==> config.mk <==
export PLATFORM = sky130hd
export DESIGN_NAME = single_wire_sensor_reader
export DESIGN_NICKNAME = d
export VERILOG_FILES = /design/src/sv/swsr_pkg.sv /design/src/sv/swsr_out_buf.sv /design/src/sv/swsr_core.sv /design/src/sv/single_wire_sensor_reader.sv
export SDC_FILE = /design/constraint.sdc
export NUM_CORES = 1
export LEC_CHECK = 0
export ABC_AREA = 1
export BUFFER_PORTS_ARGS = -buffer_cell sky130_fd_sc_hd__clkbuf_2
export CAP_MARGIN = 20
export CORE_UTILIZATION = 31
export DETAILED_ROUTE_END_ITERATION = 7
export GPL_TIMING_DRIVEN = 0
export HOLD_SLACK_MARGIN = 0.02
export PLACE_DENSITY = 0.45
export SLEW_MARGIN = 20
export SYNTH_ARGS = -nofsm -noshare
export SYNTH_HDL_FRONTEND = slang
export SYNTH_SLANG_ARGS = --single-unit
==> constraint.sdc <==
create_clock -name clk -period 4.7 [get_ports clk]
set_clock_uncertainty 0.15 [all_clocks]
set_input_delay 0.47 -clock clk [delete_from_list [all_inputs] [get_ports clk]]
set_output_delay 0.47 -clock clk [all_outputs]
set_load 0.02 [all_outputs]
==> src/sv/swsr_pkg.sv <==
// Shared types, codes and constants for the single-wire sensor reader.
// Used by swsr_core, swsr_out_buf and single_wire_sensor_reader; no dependencies.
package swsr_pkg;

  // Frame layout: data bytes followed by one checksum byte, sent MSB first
  localparam int FRAME_BITS    = 40;
  localparam int CHECK_BITS    = 8;
  localparam int DATA_BITS     = FRAME_BITS - CHECK_BITS;
  localparam int DATA_BYTES    = (DATA_BITS + 7) / 8;
  localparam int DATA_PAD_BITS = DATA_BYTES * 8;
  localparam int READING_BITS  = 32;
  localparam int BIT_IDX_W     = $clog2(FRAME_BITS + 1);
  localparam int TIMER_W       = 16;

  // Configuration port
  localparam int CFG_DATA_W  = 16;
  localparam int CFG_INDEX_W = 2;

  localparam logic [CFG_INDEX_W-1:0] REG_START_LOW_TIME   = 2'd0;
  localparam logic [CFG_INDEX_W-1:0] REG_START_HIGH_TIME  = 2'd1;
  localparam logic [CFG_INDEX_W-1:0] REG_RESPONSE_TIMEOUT = 2'd2;
  localparam logic [CFG_INDEX_W-1:0] REG_ONE_THRESHOLD    = 2'd3;

  localparam logic [15:0] START_LOW_TIME_RST   = 16'd18000;
  localparam logic [7:0]  START_HIGH_TIME_RST  = 8'd40;
  localparam logic [7:0]  RESPONSE_TIMEOUT_RST = 8'd100;
  localparam logic [7:0]  ONE_THRESHOLD_RST    = 8'd50;

  // Line drive codes
  localparam logic [1:0] DRIVE_RELEASE = 2'd0;
  localparam logic [1:0] DRIVE_LOW     = 2'd1;
  localparam logic [1:0] DRIVE_HIGH    = 2'd2;

  // Transaction status codes
  localparam logic [1:0] STATUS_OK       = 2'd0;
  localparam logic [1:0] STATUS_TIMEOUT  = 2'd1;
  localparam logic [1:0] STATUS_CHECKSUM = 2'd2;

  typedef struct packed {
    logic [15:0] start_low_time;
    logic [7:0]  start_high_time;
    logic [7:0]  response_timeout;
    logic [7:0]  one_threshold;
  } cfg_t;

  typedef struct packed {
    logic start_request;
    logic line_level;
  } in_item_t;

  typedef struct packed {
    logic [1:0] line_drive;
    logic       busy_res;
    logic       done_res;
    logic [1:0] status;
    logic [7:0] humidity_whole;
    logic [7:0] humidity_fraction;
    logic [7:0] temperature_whole;
    logic [7:0] temperature_fraction;
  } result_t;

  // Byte sum modulo 256 of the data bits; a partial top group counts as a byte
  function automatic logic [7:0] byte_sum(input logic [DATA_BITS-1:0] data);
    logic [DATA_PAD_BITS-1:0] padded;
    logic [7:0]               sum;
    padded = DATA_PAD_BITS'(data);
    sum    = '0;
    for (int i = 0; i < DATA_BYTES; i++) begin
      sum = sum + padded[i*8 +: 8];
    end
    return sum;
  endfunction

endpackage

==> src/sv/swsr_out_buf.sv <==
// Two-entry result buffer (output register plus skid register).
// Depends on swsr_pkg for result_t.
module swsr_out_buf (
  input  logic              clk,
  input  logic              rst,
  input  logic              push,
  input  swsr_pkg::result_t push_data,
  output logic              space,
  output logic              out_valid,
  input  logic              out_ready,
  output swsr_pkg::result_t out_data
);

  logic              skid_valid;
  swsr_pkg::result_t skid_data;
  logic              pop;

  assign pop   = out_valid && out_ready;
  // Room exists whenever the skid entry is free; depends on registers only
  assign space = !skid_valid;

  always_ff @(posedge clk) begin
    if (rst) begin
      out_valid  <= 1'b0;
      skid_valid <= 1'b0;
    end else if (pop || !out_valid) begin
      if (skid_valid) begin
        out_valid  <= 1'b1;
        skid_valid <= push;
      end else begin
        out_valid  <= push;
      end
    end else if (push) begin
      skid_valid <= 1'b1;
    end
  end

  // Payload registers need no reset
  always_ff @(posedge clk) begin
    if (pop || !out_valid) begin
      if (skid_valid) begin
        out_data  <= skid_data;
        skid_data <= push_data;
      end else begin
        out_data  <= push_data;
      end
    end else if (push) begin
      skid_data <= push_data;
    end
  end

endmodule

==> src/sv/swsr_core.sv <==
// Read sequencer: start pulse, response waits, bit timing and checksum check.
// Depends on swsr_pkg for types, codes and frame constants.
module swsr_core (
  input  logic               clk,
  input  logic               rst,
  input  logic               fire,
  input  swsr_pkg::in_item_t item,
  input  swsr_pkg::cfg_t     cfg,
  output swsr_pkg::result_t  result
);

  typedef enum logic [2:0] {
    PH_IDLE,
    PH_START_LOW,
    PH_START_HIGH,
    PH_RESP_WAIT,
    PH_RESP_LOW,
    PH_RESP_HIGH,
    PH_BIT_LOW,
    PH_BIT_HIGH
  } phase_t;

  phase_t                              phase, phase_next;
  logic [swsr_pkg::TIMER_W-1:0]        phase_timer, phase_timer_next;
  logic [swsr_pkg::BIT_IDX_W-1:0]      bit_index, bit_index_next;
  logic [swsr_pkg::FRAME_BITS-1:0]     received_bits, received_bits_next;
  logic [swsr_pkg::READING_BITS-1:0]   last_reading, last_reading_next;
  logic [1:0]                          last_status, last_status_next;
  logic                                done;

  logic [swsr_pkg::TIMER_W-1:0]        timer_inc;
  logic [swsr_pkg::TIMER_W:0]          timer_plus1;
  logic                                timed_out;
  logic                                bit_value;
  logic [swsr_pkg::FRAME_BITS-1:0]     frame;
  logic [swsr_pkg::DATA_BITS-1:0]      frame_data;
  logic                                sum_ok;

  always_comb begin
    // Saturating wait counter and the timeout compare
    timer_inc   = (phase_timer == '1) ? phase_timer : phase_timer + 1'b1;
    timed_out   = timer_inc > swsr_pkg::TIMER_W'(cfg.response_timeout);
    timer_plus1 = {1'b0, phase_timer} + 1'b1;
    bit_value   = phase_timer > swsr_pkg::TIMER_W'(cfg.one_threshold);
    frame       = {received_bits[swsr_pkg::FRAME_BITS-2:0], bit_value};
    frame_data  = frame[swsr_pkg::FRAME_BITS-1:swsr_pkg::CHECK_BITS];
    sum_ok      = swsr_pkg::byte_sum(frame_data) == frame[swsr_pkg::CHECK_BITS-1:0];

    phase_next         = phase;
    phase_timer_next   = phase_timer;
    bit_index_next     = bit_index;
    received_bits_next = received_bits;
    last_reading_next  = last_reading;
    last_status_next   = last_status;
    done               = 1'b0;

    unique case (phase)
      PH_IDLE: begin
        if (item.start_request) begin
          phase_next         = PH_START_LOW;
          phase_timer_next   = '0;
          bit_index_next     = '0;
          received_bits_next = '0;
        end
      end
      PH_START_LOW: begin
        if (timer_plus1 >= (swsr_pkg::TIMER_W + 1)'(cfg.start_low_time)) begin
          phase_next       = PH_START_HIGH;
          phase_timer_next = '0;
        end else begin
          phase_timer_next = timer_plus1[swsr_pkg::TIMER_W-1:0];
        end
      end
      PH_START_HIGH: begin
        if (timer_plus1 >= (swsr_pkg::TIMER_W + 1)'(cfg.start_high_time)) begin
          phase_next       = PH_RESP_WAIT;
          phase_timer_next = '0;
        end else begin
          phase_timer_next = timer_plus1[swsr_pkg::TIMER_W-1:0];
        end
      end
      PH_RESP_WAIT, PH_RESP_HIGH: begin
        if (item.line_level) begin
          phase_timer_next = timer_inc;
          if (timed_out) begin
            done             = 1'b1;
            last_status_next = swsr_pkg::STATUS_TIMEOUT;
            phase_next       = PH_IDLE;
            phase_timer_next = '0;
          end
        end else begin
          phase_next       = (phase == PH_RESP_WAIT) ? PH_RESP_LOW : PH_BIT_LOW;
          phase_timer_next = swsr_pkg::TIMER_W'(1);
        end
      end
      PH_RESP_LOW, PH_BIT_LOW: begin
        if (!item.line_level) begin
          phase_timer_next = timer_inc;
          if (timed_out) begin
            done             = 1'b1;
            last_status_next = swsr_pkg::STATUS_TIMEOUT;
            phase_next       = PH_IDLE;
            phase_timer_next = '0;
          end
        end else begin
          phase_next       = (phase == PH_RESP_LOW) ? PH_RESP_HIGH : PH_BIT_HIGH;
          phase_timer_next = swsr_pkg::TIMER_W'(1);
        end
      end
      PH_BIT_HIGH: begin
        if (item.line_level) begin
          phase_timer_next = timer_inc;
          if (timed_out) begin
            done             = 1'b1;
            last_status_next = swsr_pkg::STATUS_TIMEOUT;
            phase_next       = PH_IDLE;
            phase_timer_next = '0;
          end
        end else begin
          // Falling edge ends the pulse: shift in the decoded bit
          received_bits_next = frame;
          bit_index_next     = bit_index + 1'b1;
          if (bit_index_next >= swsr_pkg::BIT_IDX_W'(swsr_pkg::FRAME_BITS)) begin
            done             = 1'b1;
            phase_next       = PH_IDLE;
            phase_timer_next = '0;
            if (sum_ok) begin
              last_reading_next = swsr_pkg::READING_BITS'(frame_data);
              last_status_next  = swsr_pkg::STATUS_OK;
            end else begin
              last_status_next  = swsr_pkg::STATUS_CHECKSUM;
            end
          end else begin
            phase_next       = PH_BIT_LOW;
            phase_timer_next = swsr_pkg::TIMER_W'(1);
          end
        end
      end
      default: ;
    endcase

    // Result reflects the state after this tick
    unique case (phase_next)
      PH_START_LOW:  result.line_drive = swsr_pkg::DRIVE_LOW;
      PH_START_HIGH: result.line_drive = swsr_pkg::DRIVE_HIGH;
      default:       result.line_drive = swsr_pkg::DRIVE_RELEASE;
    endcase
    result.busy_res             = phase_next != PH_IDLE;
    result.done_res             = done;
    result.status               = last_status_next;
    result.humidity_whole       = last_reading_next[31:24];
    result.humidity_fraction    = last_reading_next[23:16];
    result.temperature_whole    = last_reading_next[15:8];
    result.temperature_fraction = last_reading_next[7:0];
  end

  always_ff @(posedge clk) begin
    if (rst) begin
      phase         <= PH_IDLE;
      phase_timer   <= '0;
      bit_index     <= '0;
      received_bits <= '0;
      last_reading  <= '0;
      last_status   <= swsr_pkg::STATUS_OK;
    end else if (fire) begin
      phase         <= phase_next;
      phase_timer   <= phase_timer_next;
      bit_index     <= bit_index_next;
      received_bits <= received_bits_next;
      last_reading  <= last_reading_next;
      last_status   <= last_status_next;
    end
  end

endmodule

==> src/sv/single_wire_sensor_reader.sv <==
// An accepted item sits in the input register until the result buffer has room; then it
// enters the sequencer and its result is pushed into the result buffer and offered.
// Throughput: one item per cycle while the buffer has room, set by the single-pass
// sequencer update; a two-entry result buffer keeps input flowing while a result waits.
// Reset (synchronous, active high): sequencer idle, reading and status zero, registers
// back to their defaults, input and result buffers empty.
module single_wire_sensor_reader (
  input  logic                                clk,
  input  logic                                rst,
  // Tick items in
  input  logic                                in_valid,
  output logic                                in_ready,
  input  swsr_pkg::in_item_t                  in_data,
  // Result items out
  output logic                                out_valid,
  input  logic                                out_ready,
  output swsr_pkg::result_t                   out_data,
  // Configuration writes
  input  logic                                cfg_we,
  input  logic [swsr_pkg::CFG_INDEX_W-1:0]    cfg_index,
  input  logic [swsr_pkg::CFG_DATA_W-1:0]     cfg_data
);

  swsr_pkg::cfg_t     cfg;
  logic               ir_valid;
  swsr_pkg::in_item_t ir_item;
  logic               fire;
  logic               space;
  swsr_pkg::result_t  result;

  // Configuration registers: mask each write to its register width
  always_ff @(posedge clk) begin
    if (rst) begin
      cfg.start_low_time   <= swsr_pkg::START_LOW_TIME_RST;
      cfg.start_high_time  <= swsr_pkg::START_HIGH_TIME_RST;
      cfg.response_timeout <= swsr_pkg::RESPONSE_TIMEOUT_RST;
      cfg.one_threshold    <= swsr_pkg::ONE_THRESHOLD_RST;
    end else if (cfg_we) begin
      unique case (cfg_index)
        swsr_pkg::REG_START_LOW_TIME:   cfg.start_low_time   <= cfg_data;
        swsr_pkg::REG_START_HIGH_TIME:  cfg.start_high_time  <= cfg_data[7:0];
        swsr_pkg::REG_RESPONSE_TIMEOUT: cfg.response_timeout <= cfg_data[7:0];
        swsr_pkg::REG_ONE_THRESHOLD:    cfg.one_threshold    <= cfg_data[7:0];
        default: ;
      endcase
    end
  end

  // Advance the held item into the sequencer whenever the result buffer has room.
  // in_ready depends on registers only, so out_ready never reaches in_ready.
  assign fire     = ir_valid && space;
  assign in_ready = !ir_valid || fire;

  always_ff @(posedge clk) begin
    if (rst) begin
      ir_valid <= 1'b0;
    end else if (in_ready) begin
      ir_valid <= in_valid;
    end
  end

  // Hold the item until the sequencer takes it
  always_ff @(posedge clk) begin
    if (in_ready && in_valid) begin
      ir_item <= in_data;
    end
  end

  swsr_core u_core (
    .clk    (clk),
    .rst    (rst),
    .fire   (fire),
    .item   (ir_item),
    .cfg    (cfg),
    .result (result)
  );

  swsr_out_buf u_out_buf (
    .clk       (clk),
    .rst       (rst),
    .push      (fire),
    .push_data (result),
    .space     (space),
    .out_valid (out_valid),
    .out_ready (out_ready),
    .out_data  (out_data)
  );

  // A transaction that ends this tick leaves the sequencer idle
  a_done_not_busy: assert property (@(posedge clk) disable iff (rst)
    fire && result.done_res |-> !result.busy_res)
    else $error("done reported while still busy");

  // An accepted item is held in the input register on the next cycle
  a_accept_holds: assert property (@(posedge clk) disable iff (rst)
    in_valid && in_ready |=> ir_valid)
    else $error("accepted item lost");

  // A held item that could not advance stays unchanged
  a_stall_stable: assert property (@(posedge clk) disable iff (rst)
    ir_valid && !fire |=> ir_valid && $stable(ir_item))
    else $error("stalled item changed");

  // Offered results carry only defined drive and status codes
  a_codes_valid: assert property (@(posedge clk) disable iff (rst)
    out_valid |-> (out_data.line_drive == swsr_pkg::DRIVE_RELEASE ||
                   out_data.line_drive == swsr_pkg::DRIVE_LOW ||
                   out_data.line_drive == swsr_pkg::DRIVE_HIGH) &&
                  (out_data.status == swsr_pkg::STATUS_OK ||
                   out_data.status == swsr_pkg::STATUS_TIMEOUT ||
                   out_data.status == swsr_pkg::STATUS_CHECKSUM))
    else $error("undefined code on result");

endmodule

# Word level (Yosys, flattened, before mapping)
# Index checks and enable logic that the tools add are counted.
dict set report totals {
  ff_bits 219
  in_bits 25
  output_inout_bits 40
  wordCells 134
}
dict set report op_classes {
  n_addsub 6
  magnitude_cmp 5
  eq_ne 17
  mux 53
  reduce_logical 22
}
# cell n
set ops {}
lappend ops {{2-to-1 mux 38 bit} 4}
lappend ops {{2-to-1 mux 16 bit} 8}
lappend ops {{2-to-1 mux 32 bit} 4}
lappend ops {{one-hot mux 16 bit (6 select lines)} 1}
lappend ops {{2-to-1 mux 39 bit} 2}
lappend ops {{one-hot mux 39 bit (2 select lines)} 1}
lappend ops {{greater-than comparator 16 x 8 -> 1 bit} 2}
lappend ops {{adder 8 bit} 3}
lappend ops {{2-to-1 mux 3 bit} 8}
lappend ops {{one-hot mux 3 bit (6 select lines)} 1}
lappend ops {{adder 16 x 1 -> 17 bit (second input constant)} 1}
lappend ops {{greater-or-equal comparator 17 x 16 -> 1 bit} 1}
lappend ops {{greater-or-equal comparator 17 x 8 -> 1 bit} 1}
lappend ops {{adder 16 x 1 -> 16 bit (second input constant)} 1}
lappend ops {{equality test 16 bit (second input constant)} 1}
lappend ops {{2-to-1 mux 2 bit} 8}
lappend ops {{equality test 3 bit (second input constant)} 4}
lappend ops {{2-to-1 mux 6 bit} 2}
lappend ops {{one-hot mux 6 bit (2 select lines)} 1}
lappend ops {{AND reduction 2 bit} 6}
lappend ops {{2-to-1 mux 1 bit} 10}
lappend ops {{equality test 3 x 2 -> 1 bit (second input constant)} 3}
lappend ops {{equality test 8 bit} 1}
lappend ops {{adder 6 x 1 -> 6 bit (second input constant)} 1}
lappend ops {{18 further kinds} 28}

# Logic depth before layout (Yosys ltp)
# Gate-level depths: netlist of the first run.
dict set report logic_depth {
  depth_word 10
  depth_mapped 27
  depth_no_buf 27
}

# Hierarchy
# From an unflattened synthesis of the first run, not the netlist that was laid out.
dict set report hier_totals {
  cells_unflattened 1541
  hier_area_um2 12147.9
}
# module instances cells_each area_each_um2 seq_area_each_um2
set by_module_without_submodules {}
lappend by_module_without_submodules {swsr_core 1 1078 7492.2 1961.9}
lappend by_module_without_submodules {swsr_out_buf 1 214 2855.2 2322.2}
lappend by_module_without_submodules {single_wire_sensor_reader 1 249 1800.5 880.8}

# Worst setup path after synthesis of the first run
# No wires, ideal clock.
dict set report synth_timing {
  path_type {input to register}
  startpoint {input out_ready}
  endpoint {register u_out_buf.skid_data[0] in the netlist's numbering, enable pin}
  setup_ns 0.486
  arrival_ns 4.226
  required_ns 4.064
  setup_slack_ns -0.162
  cell_stages 3
  n_path_buf 0
  cell_sequence {inv_1 nand2_1 o21ai_0}
}
dict set report synth_via {
  elab_chain_len 4
  elab_cells_between_ends 5
  classes_between {1 x eq/ne; 4 x reduce/logical}
}
# item line_no
set synth_rtl {}
lappend synth_rtl {{start: declaration} single_wire_sensor_reader.sv:16} ;# input logic out_ready,
lappend synth_rtl {{logical AND 1 bit *} swsr_out_buf.sv:18} ;# assign pop = out_valid && out_ready;
lappend synth_rtl {{logical OR 1 bit *} swsr_out_buf.sv:40} ;# if (pop || !out_valid) begin
lappend synth_rtl {{inequality test 2 x 1 -> 1 bit (no source line) / nonzero test 2 bit (equally long branches)} --}
lappend synth_rtl {{AND reduction 2 bit (no source line) *} --}
lappend synth_rtl {{end signal: assignment} swsr_out_buf.sv:43} ;# skid_data <= push_data;
lappend synth_rtl {{end signal: assignment} swsr_out_buf.sv:48} ;# skid_data <= push_data;
lappend synth_rtl {{end: declaration} swsr_out_buf.sv:15} ;# swsr_pkg::result_t skid_data;
# Every way passes the cells marked *; elsewhere a longest branch is shown, timed or not.
# A chain may end at the register's enable or synchronous reset.

# Final worst setup path of the first run
dict set report layout_timing {
  startpoint {register u_core.received_bits[8] in the netlist's numbering}
  endpoint {register, netlist name u_out_buf.out_data[5]}
}
dict set report layout_via {
  elab_chain_len 9
}
# item line_no
set layout_rtl {}
lappend layout_rtl {{start: declaration} swsr_core.sv:26} ;# logic [swsr_pkg::FRAME_BITS-1:0] received_bits, received_bits_next;
lappend layout_rtl {{start signal: assignment} swsr_core.sv:169} ;# received_bits <= received_bits_next;
lappend layout_rtl {{adder 8 bit (3 in a row)} swsr_pkg.sv:69} ;# sum = sum + padded[i*8 +: 8];
lappend layout_rtl {{equality test 8 bit} swsr_core.sv:47} ;# sum_ok = swsr_pkg::byte_sum(frame_data) == frame[swsr_pkg::CHECK_BITS-1:0];
lappend layout_rtl {{2-to-1 mux 32 bit} swsr_core.sv:127} ;# if (sum_ok) begin
lappend layout_rtl {{2-to-1 mux 32 bit} swsr_core.sv:123} ;# if (bit_index_next >= swsr_pkg::BIT_IDX_W'(swsr_pkg::FRAME_BITS)) begin
lappend layout_rtl {{2-to-1 mux 32 bit} swsr_core.sv:111} ;# if (item.line_level) begin
lappend layout_rtl {{2-to-1 mux 32 bit} swsr_core.sv:57} ;# unique case (phase)
lappend layout_rtl {{2-to-1 mux 38 bit} swsr_out_buf.sv:41} ;# if (skid_valid) begin
# No other way between the ends.

==> results.md, run 1 <==
- Status: complete, no violations
- Post-Syn Area per Cell: 8.061 um2
- Tmin final: 4.339 ns
- Crit path largest cell delay: 0.52 ns
- Num ports: 65
- Max-Cap Viols: 0
- Worst-Skew Late Latency: 0.54 ns
- Sequential share of the synthesized area: 46.53%
- CTS tree: done
- Cell Area, Synth: 11100 um2
- P&R area growth vs syn: 16.99%
- Critical path type: reg2reg
- Placed Cells incl. Taps: 1897
- Placed Area: 12050 um2
- Vias in the first global route: 8406
- Post-synth EDFFs: 78
- CTS Hold Bufs: 5
- Non-Filler Instances: 1948
- CP max FO: 10
- Fin area: 12990 um2
- Clock Path Buffers: 3
- Wire per inst: 15.18 um
- LEAKAGE: 5.722 nW
- Clk root buf: clkbuf_16
- Die height: 191.2 um
- Setup violations, final: 0
- Yosys reg bits: 219
- Initial DRC Count: 597
- Syn. warnings: 0
- Total CTS buffers: 25
- P per Cell Area: 352.5 nW/um2
- Htree depth: 1
- Setup crit end kind: register
- Async set or reset register ratio after synthesis: 0%
- Largest vdd supply drop: 0.2403 mV
- Die Width: 191.2 um
- Hold Crit Class: in2reg
- CTS resizes: 0
- Tot GR Track Use: 16.43%
- Nets@finish: 1563
- Total number of vias: 9040
- CP Cell Sequence: inv_1, fa_1, fa_1, inv_1, ha_1, fa_1, xnor2_1, o211ai_1, nor2_1, nand2_1, nand3b_1, nor2_1, nand2_1, nor2_8, buf_6, nand2_1, o21ai_1, o21ai_1
- Initial antenna violation count: 0
- Worst-Margin Slew: 0.7973 ns
- Final period util: 92.32%
- CTS Sinks: 219
- ANT cells: 0
- First-pass GRT wire length: 46850 um
- # Post-CTS Setup Buffers: 0
- Fin. max-slew vios: 0
- Mapped Cells: 1377
- Critical-path top delay cell: fa_1
- Most used DFF post-synth: dfxtp_1
- Die area: 36570 um2
- Clk slew on worst S/H paths: 0.06 ns
- Drt pass-1 iters: 7
- WP data required: 4.79 ns
- Final hold viol count: 0
- Grt ovf: 0
- Fmax: 0.2305 GHz
- Slew HR: 46.44%
- CP Data Arrival Time: 4.43 ns
- Rows: 68
- DRC: 0
- Vias/cell: 4.641
- Initial core utilization: 31.82%
- DP Wirelength: 22600 um
- Synth unique cells: 43
- Largest net degree at the start of global routing: 32
- Net Count, Synth: 1466
- Startpoint types: register
- RSZ-0062 raised after global routing: false
- Core Area: 34880 um2
- Detailed Route WL: 29580 um
- Number of port buffers: 63
- Share of cells above drive strength 1: 11.86%
- Antenna viol nets, final: 0
- Final RePlAce weighted congestion: 0.8184
-- routing by layer --
layer	up-vias	wire [um]	GRT usage (%)
met5	-	0	0
met4	0	572	4.060
met3	33	1007	2.111
met2	128	11370	22.35
met1	4196	16630	26.54
li1	4683	-	-
-- cell families (layout without fill, tap and decap cells) --
logic type	Yosys count	after routing	synth area share, %
adder cells (fa/ha/maj)	64	64	8.161
buffers and inverters	243	359	8.669
XOR/XNOR	19	19	1.499
AO/OA/AOI/OAI	306	306	15.26
AND/OR/NAND/NOR	526	526	19.87
flip-flops	219	219	46.53
-- layout by cell type, fill, tap and decap left out, types with 11 or more instances in the layout --
cell type,instances
nand2_1,349
inv_1,180
dfxtp_1,141
a21oi_1,140
nor2_1,89
edfxtp_1,78
o21ai_0,72
clkbuf_2,63
ha_1,50
o21ai_1,46
clkbuf_1,41
nand3_1,35
clkbuf_16,25
o21ai_2,24
fa_1,14
o211ai_1,11
-- Yosys cell counts, drive strengths merged (2+ instances only) --
cell type  number  area [um2]
nand2         358        1374
inv           188       705.7
o21ai         143       805.8
a21oi         141       716.9
dfxtp         141        2823
nor2          101       447.9
edfxtp         78        2342
ha             50       625.6
nand3          39       215.2
clkbuf         38       142.6
buf            16       110.1
fa             14       280.3
o211ai         11       82.58
nand4          10       62.56
nor3           10       50.05
xor2           10       87.58
xnor2           9       78.83
nand3b          5       37.54
a2bb2oi         2       17.52
o21a            2       15.01
o21bai          2       15.01
or2             2       12.52
-- power breakdown --
part           total [mW]  switching [mW]  internal, mW
Clock                2.13           0.819          1.31
Sequential           2.08          0.0327          2.05
Combinational       0.369           0.254         0.116
-- sequential cells by signal, summed over array words and instances (netlist names), 3 cells and up --
register              count
cfg                      40
u_core.phase              3
u_core.received_bits     39
u_core.bit_index          6
u_core.last_reading      32
u_out_buf.out_data       38
u_out_buf.skid_data      38
u_core.phase_timer       16
-- critical path, delay by kind of cell (launching register included) --
family	cells	cell delay [ns]
compound gates	3	0.41
flops	1	0.35
xor+xnor	1	0.12
fa+ha+maj	4	1.77
simple gates	7	0.92
buf+inv	3	0.33
-- through the flow --
step / worst slack, ns / utilization, % / setup TNS [ns] / hold WS (ns) / total power [mW]
2_1_floorplan: 0.8708 / - / 0 / 0.2853 / 2.359
3_3_place_gp: -0.7209 / 34.35 / -27.26 / 0.3017 / 2.484
3_5_place_dp: 0.3410 / 34.53 / 0 / 0.3053 / 2.490
4_1_cts: 0.3095 / 37.22 / 0 / 0.03095 / 4.636
5_1_grt: 0.05135 / 37.22 / 0 / 0.04989 / 4.769
6_report: 0.3608 / 37.22 / 0 / 0.05378 / 4.577
-- path summary, 6_finish.rpt --
kind	depth (start not counted)	start	end	slack [ns]
min reg2reg	2	cfg[39]	cfg[39]	0.31
max	18	u_core.received_bits[8]	u_out_buf.out_data[5]	0.36
max reg2reg	18	u_core.received_bits[8]	u_out_buf.out_data[5]	0.36
min	3	in_valid	ir_valid	0.05
-- layout make-up --
cell class / count / area (um2)
buffer: 54 / 252.7
clock buffer: 28 / 636.9
clock inverter: 18 / 252.7
fill: 3705 / 21900
inverter: 189 / 709.4
multi-input combinational: 915 / 4986
sequential: 219 / 5165
tap: 455 / 569.3
timing repair buffer: 70 / 412.9
Note: power is estimated with default switching activity, not from simulation.
==> run 2: changes to the inputs <==
--- a/config.mk
+++ b/config.mk
@@ -8,11 +8,13 @@
 export ABC_AREA = 1
 export BUFFER_PORTS_ARGS = -buffer_cell sky130_fd_sc_hd__clkbuf_2
 export CAP_MARGIN = 20
+export CELL_PAD_IN_SITES_DETAIL_PLACEMENT = 0
+export CELL_PAD_IN_SITES_GLOBAL_PLACEMENT = 1
 export CORE_UTILIZATION = 31
 export DETAILED_ROUTE_END_ITERATION = 7
 export GPL_TIMING_DRIVEN = 0
 export HOLD_SLACK_MARGIN = 0.02
-export PLACE_DENSITY = 0.45
+export PLACE_DENSITY = 0.57
 export SLEW_MARGIN = 20
 export SYNTH_ARGS = -nofsm -noshare
 export SYNTH_HDL_FRONTEND = slang
==> run 2 against run 1 <==
Against the previous run:
- first-iteration DRC count rose by 6.0%
- global-route usage rose by 0.85 points
- register-to-register slack barely moved
- worst hold slack improved by 0.026 ns
- sequential share of layout area barely moved
- total power fell by 1.7%
- flip-flop and latch count did not move
- critical path type unchanged
==> results.md, run 2 (same netlist as run 1, synthesis figures left out) <==
- Status: complete, no violations
- First-pass GRT wire length: 49170 um
- Final hold viol count: 0
- P&R area growth vs syn: 17.10%
- Clk root buf: clkbuf_16
- Share of cells above drive strength 1: 12.27%
- P per Cell Area: 346.2 nW/um2
- Final RePlAce weighted congestion: 0.8162
- Nets@finish: 1568
- Tmin final: 4.351 ns
- Setup crit end kind: register
- Clock Path Buffers: 3
- Largest vdd supply drop: 0.2239 mV
- Initial antenna violation count: 0
- Htree depth: 1
- Critical path type: reg2reg
- Wire per inst: 15.67 um
- ANT cells: 0
- Rows: 68
- Multi-input gate area: 4986 um2
- Clk slew on worst S/H paths: 0.06 ns
- Biggest register: cfg
- Worst-Skew Late Latency: 0.55 ns
- WP data required: 4.83 ns
- Number of port buffers: 63
- Initial core utilization: 31.82%
- Crit path largest cell delay: 0.52 ns
- DRC: 0
- RSZ-0062 raised after global routing: false
- Fillers: 3669
- Die height: 191.2 um
- Total number of vias: 9022
- Antenna viol nets, final: 0
- Drt pass-1 iters: 5
- CP Data Arrival Time: 4.48 ns
- DP Wirelength: 23610 um
- Fmax: 0.2298 GHz
- CTS Sinks: 219
- Fin. max-slew vios: 0
- Largest register FFs: 40
- Largest net degree at the start of global routing: 23
- Max-Cap Viols: 0
- Startpoint types: register
- Grt ovf: 0
- Critical-path top delay cell: fa_1
- CP Cell Sequence: inv_1, fa_1, fa_1, inv_1, ha_1, fa_1, xnor2_1, o211ai_1, nor2_1, nand2_1, nand3b_1, nor2_1, nand2_1, nor2_8, buf_4, nand2_1, o21ai_2, o21ai_1
- Core Area: 34880 um2
- LEAKAGE: 5.744 nW
- Fin Hold WS: 0.07955 ns
- Initial DRC Count: 633
- Top Registers: cfg (40), u_core.received_bits (39)
- Detailed Route WL: 30620 um
- Slew HR: 46.98%
- Most frequent cells in the layout: nand2_1, inv_1, dfxtp_1, a21oi_1, nor2_1
- Total CTS buffers: 26
- CP max FO: 10
- Die Width: 191.2 um
- Vias/cell: 4.617
- Fin Setup TNS: 0 ns
- Register area: 5165 um2
- Tot GR Track Use: 17.29%
- Final period util: 92.57%
- Setup violations, final: 0
- Die area: 36570 um2
- Hold Crit Class: in2reg
- Num ports: 65
- Vias in the first global route: 8770
- Most common cell after layout, fill and taps aside: nand2_1
- CTS tree: done
- Worst-Margin Slew: 0.7892 ns
- CTS resizes: 0
-- run 2: cell count changes in the layout (fill, tap and decap cells not counted), moves of 2 or more --
cell	before	now
bufinv_16	6	3
clkinv_2	3	7
clkbuf_8	0	2
buf_4	3	6
clkinv_1	7	4
-- run 2: metrics by stage --
stage / setup WS [ns] / util, % / area [um2] / std cells / total power, mW
2_1_floorplan: 0.8708 / - / 11100 / 1377 / 2.359
3_3_place_gp: -0.6883 / 34.35 / 11980 / 1895 / 2.485
3_5_place_dp: 0.3055 / 34.55 / 12050 / 1897 / 2.494
4_1_cts: 0.2702 / 37.20 / 12970 / 1951 / 4.578
5_1_grt: 0.04795 / 37.26 / 13000 / 1954 / 4.708
6_report: 0.3492 / 37.26 / 13000 / 1954 / 4.500
-- run 2: power by group --
part / leakage [nW] / internal, mW / switching (mW)
registers: 1.94 / 2.05 / 0.0337
logic: 3.37 / 0.117 / 0.252
clock network: 0.426 / 1.21 / 0.835
-- run 2: final cells by class --
type	count	area share, %
Clock buffer	32	5.333
Clock inverter	16	1.300
Timing Repair Buffer	74	3.485
Buffer	54	1.945
Sequential cell	219	39.74
Tap cell	455	4.380
Inverter	189	5.458
Multi-Input combinational cell	915	38.36
-- run 2: worst paths after layout --
path / start / end / slack [ns] / cells after the start
worst min-delay path: cfg_data[11] / cfg[35] / 0.08 / 3
worst min register to register: cfg[37] / cfg[37] / 0.31 / 2
worst max register to register: u_core.received_bits[8] / u_out_buf.out_data[18] / 0.35 / 18
worst max-delay path: u_core.received_bits[8] / u_out_buf.out_data[18] / 0.35 / 18
-- run 2: per-layer routing --
| layer | vias to the layer above | global-route usage [%] | wire length [um] |
|---|---|---|---|
| li1 | 4687 | - | - |
| met1 | 4177 | 27.54 | 17080 |
| met2 | 128 | 24.43 | 11880 |
| met3 | 30 | 2.185 | 1226 |
| met4 | 0 | 3.327 | 444 |
| met5 | - | 0 | 0 |
-- run 2: timing repair --
item | 4_1_cts | 5_1_grt
hold buffers | 6 | 0
endpoints found under the setup margin | 0 | 1
endpoints found under the hold margin | 6 | 0
buffers inserted | 0 | 3
-- run 2: critical path: cells and delay by family (launching register included) --
family	cells	cell delay, ns
and+or+nand+nor	7	1.02
DFF	1	0.35
adders and majority gates	4	1.76
AOI/OAI and AO/OA	3	0.32
buffers and inverters	3	0.33
xor gates and xnor gates	1	0.12
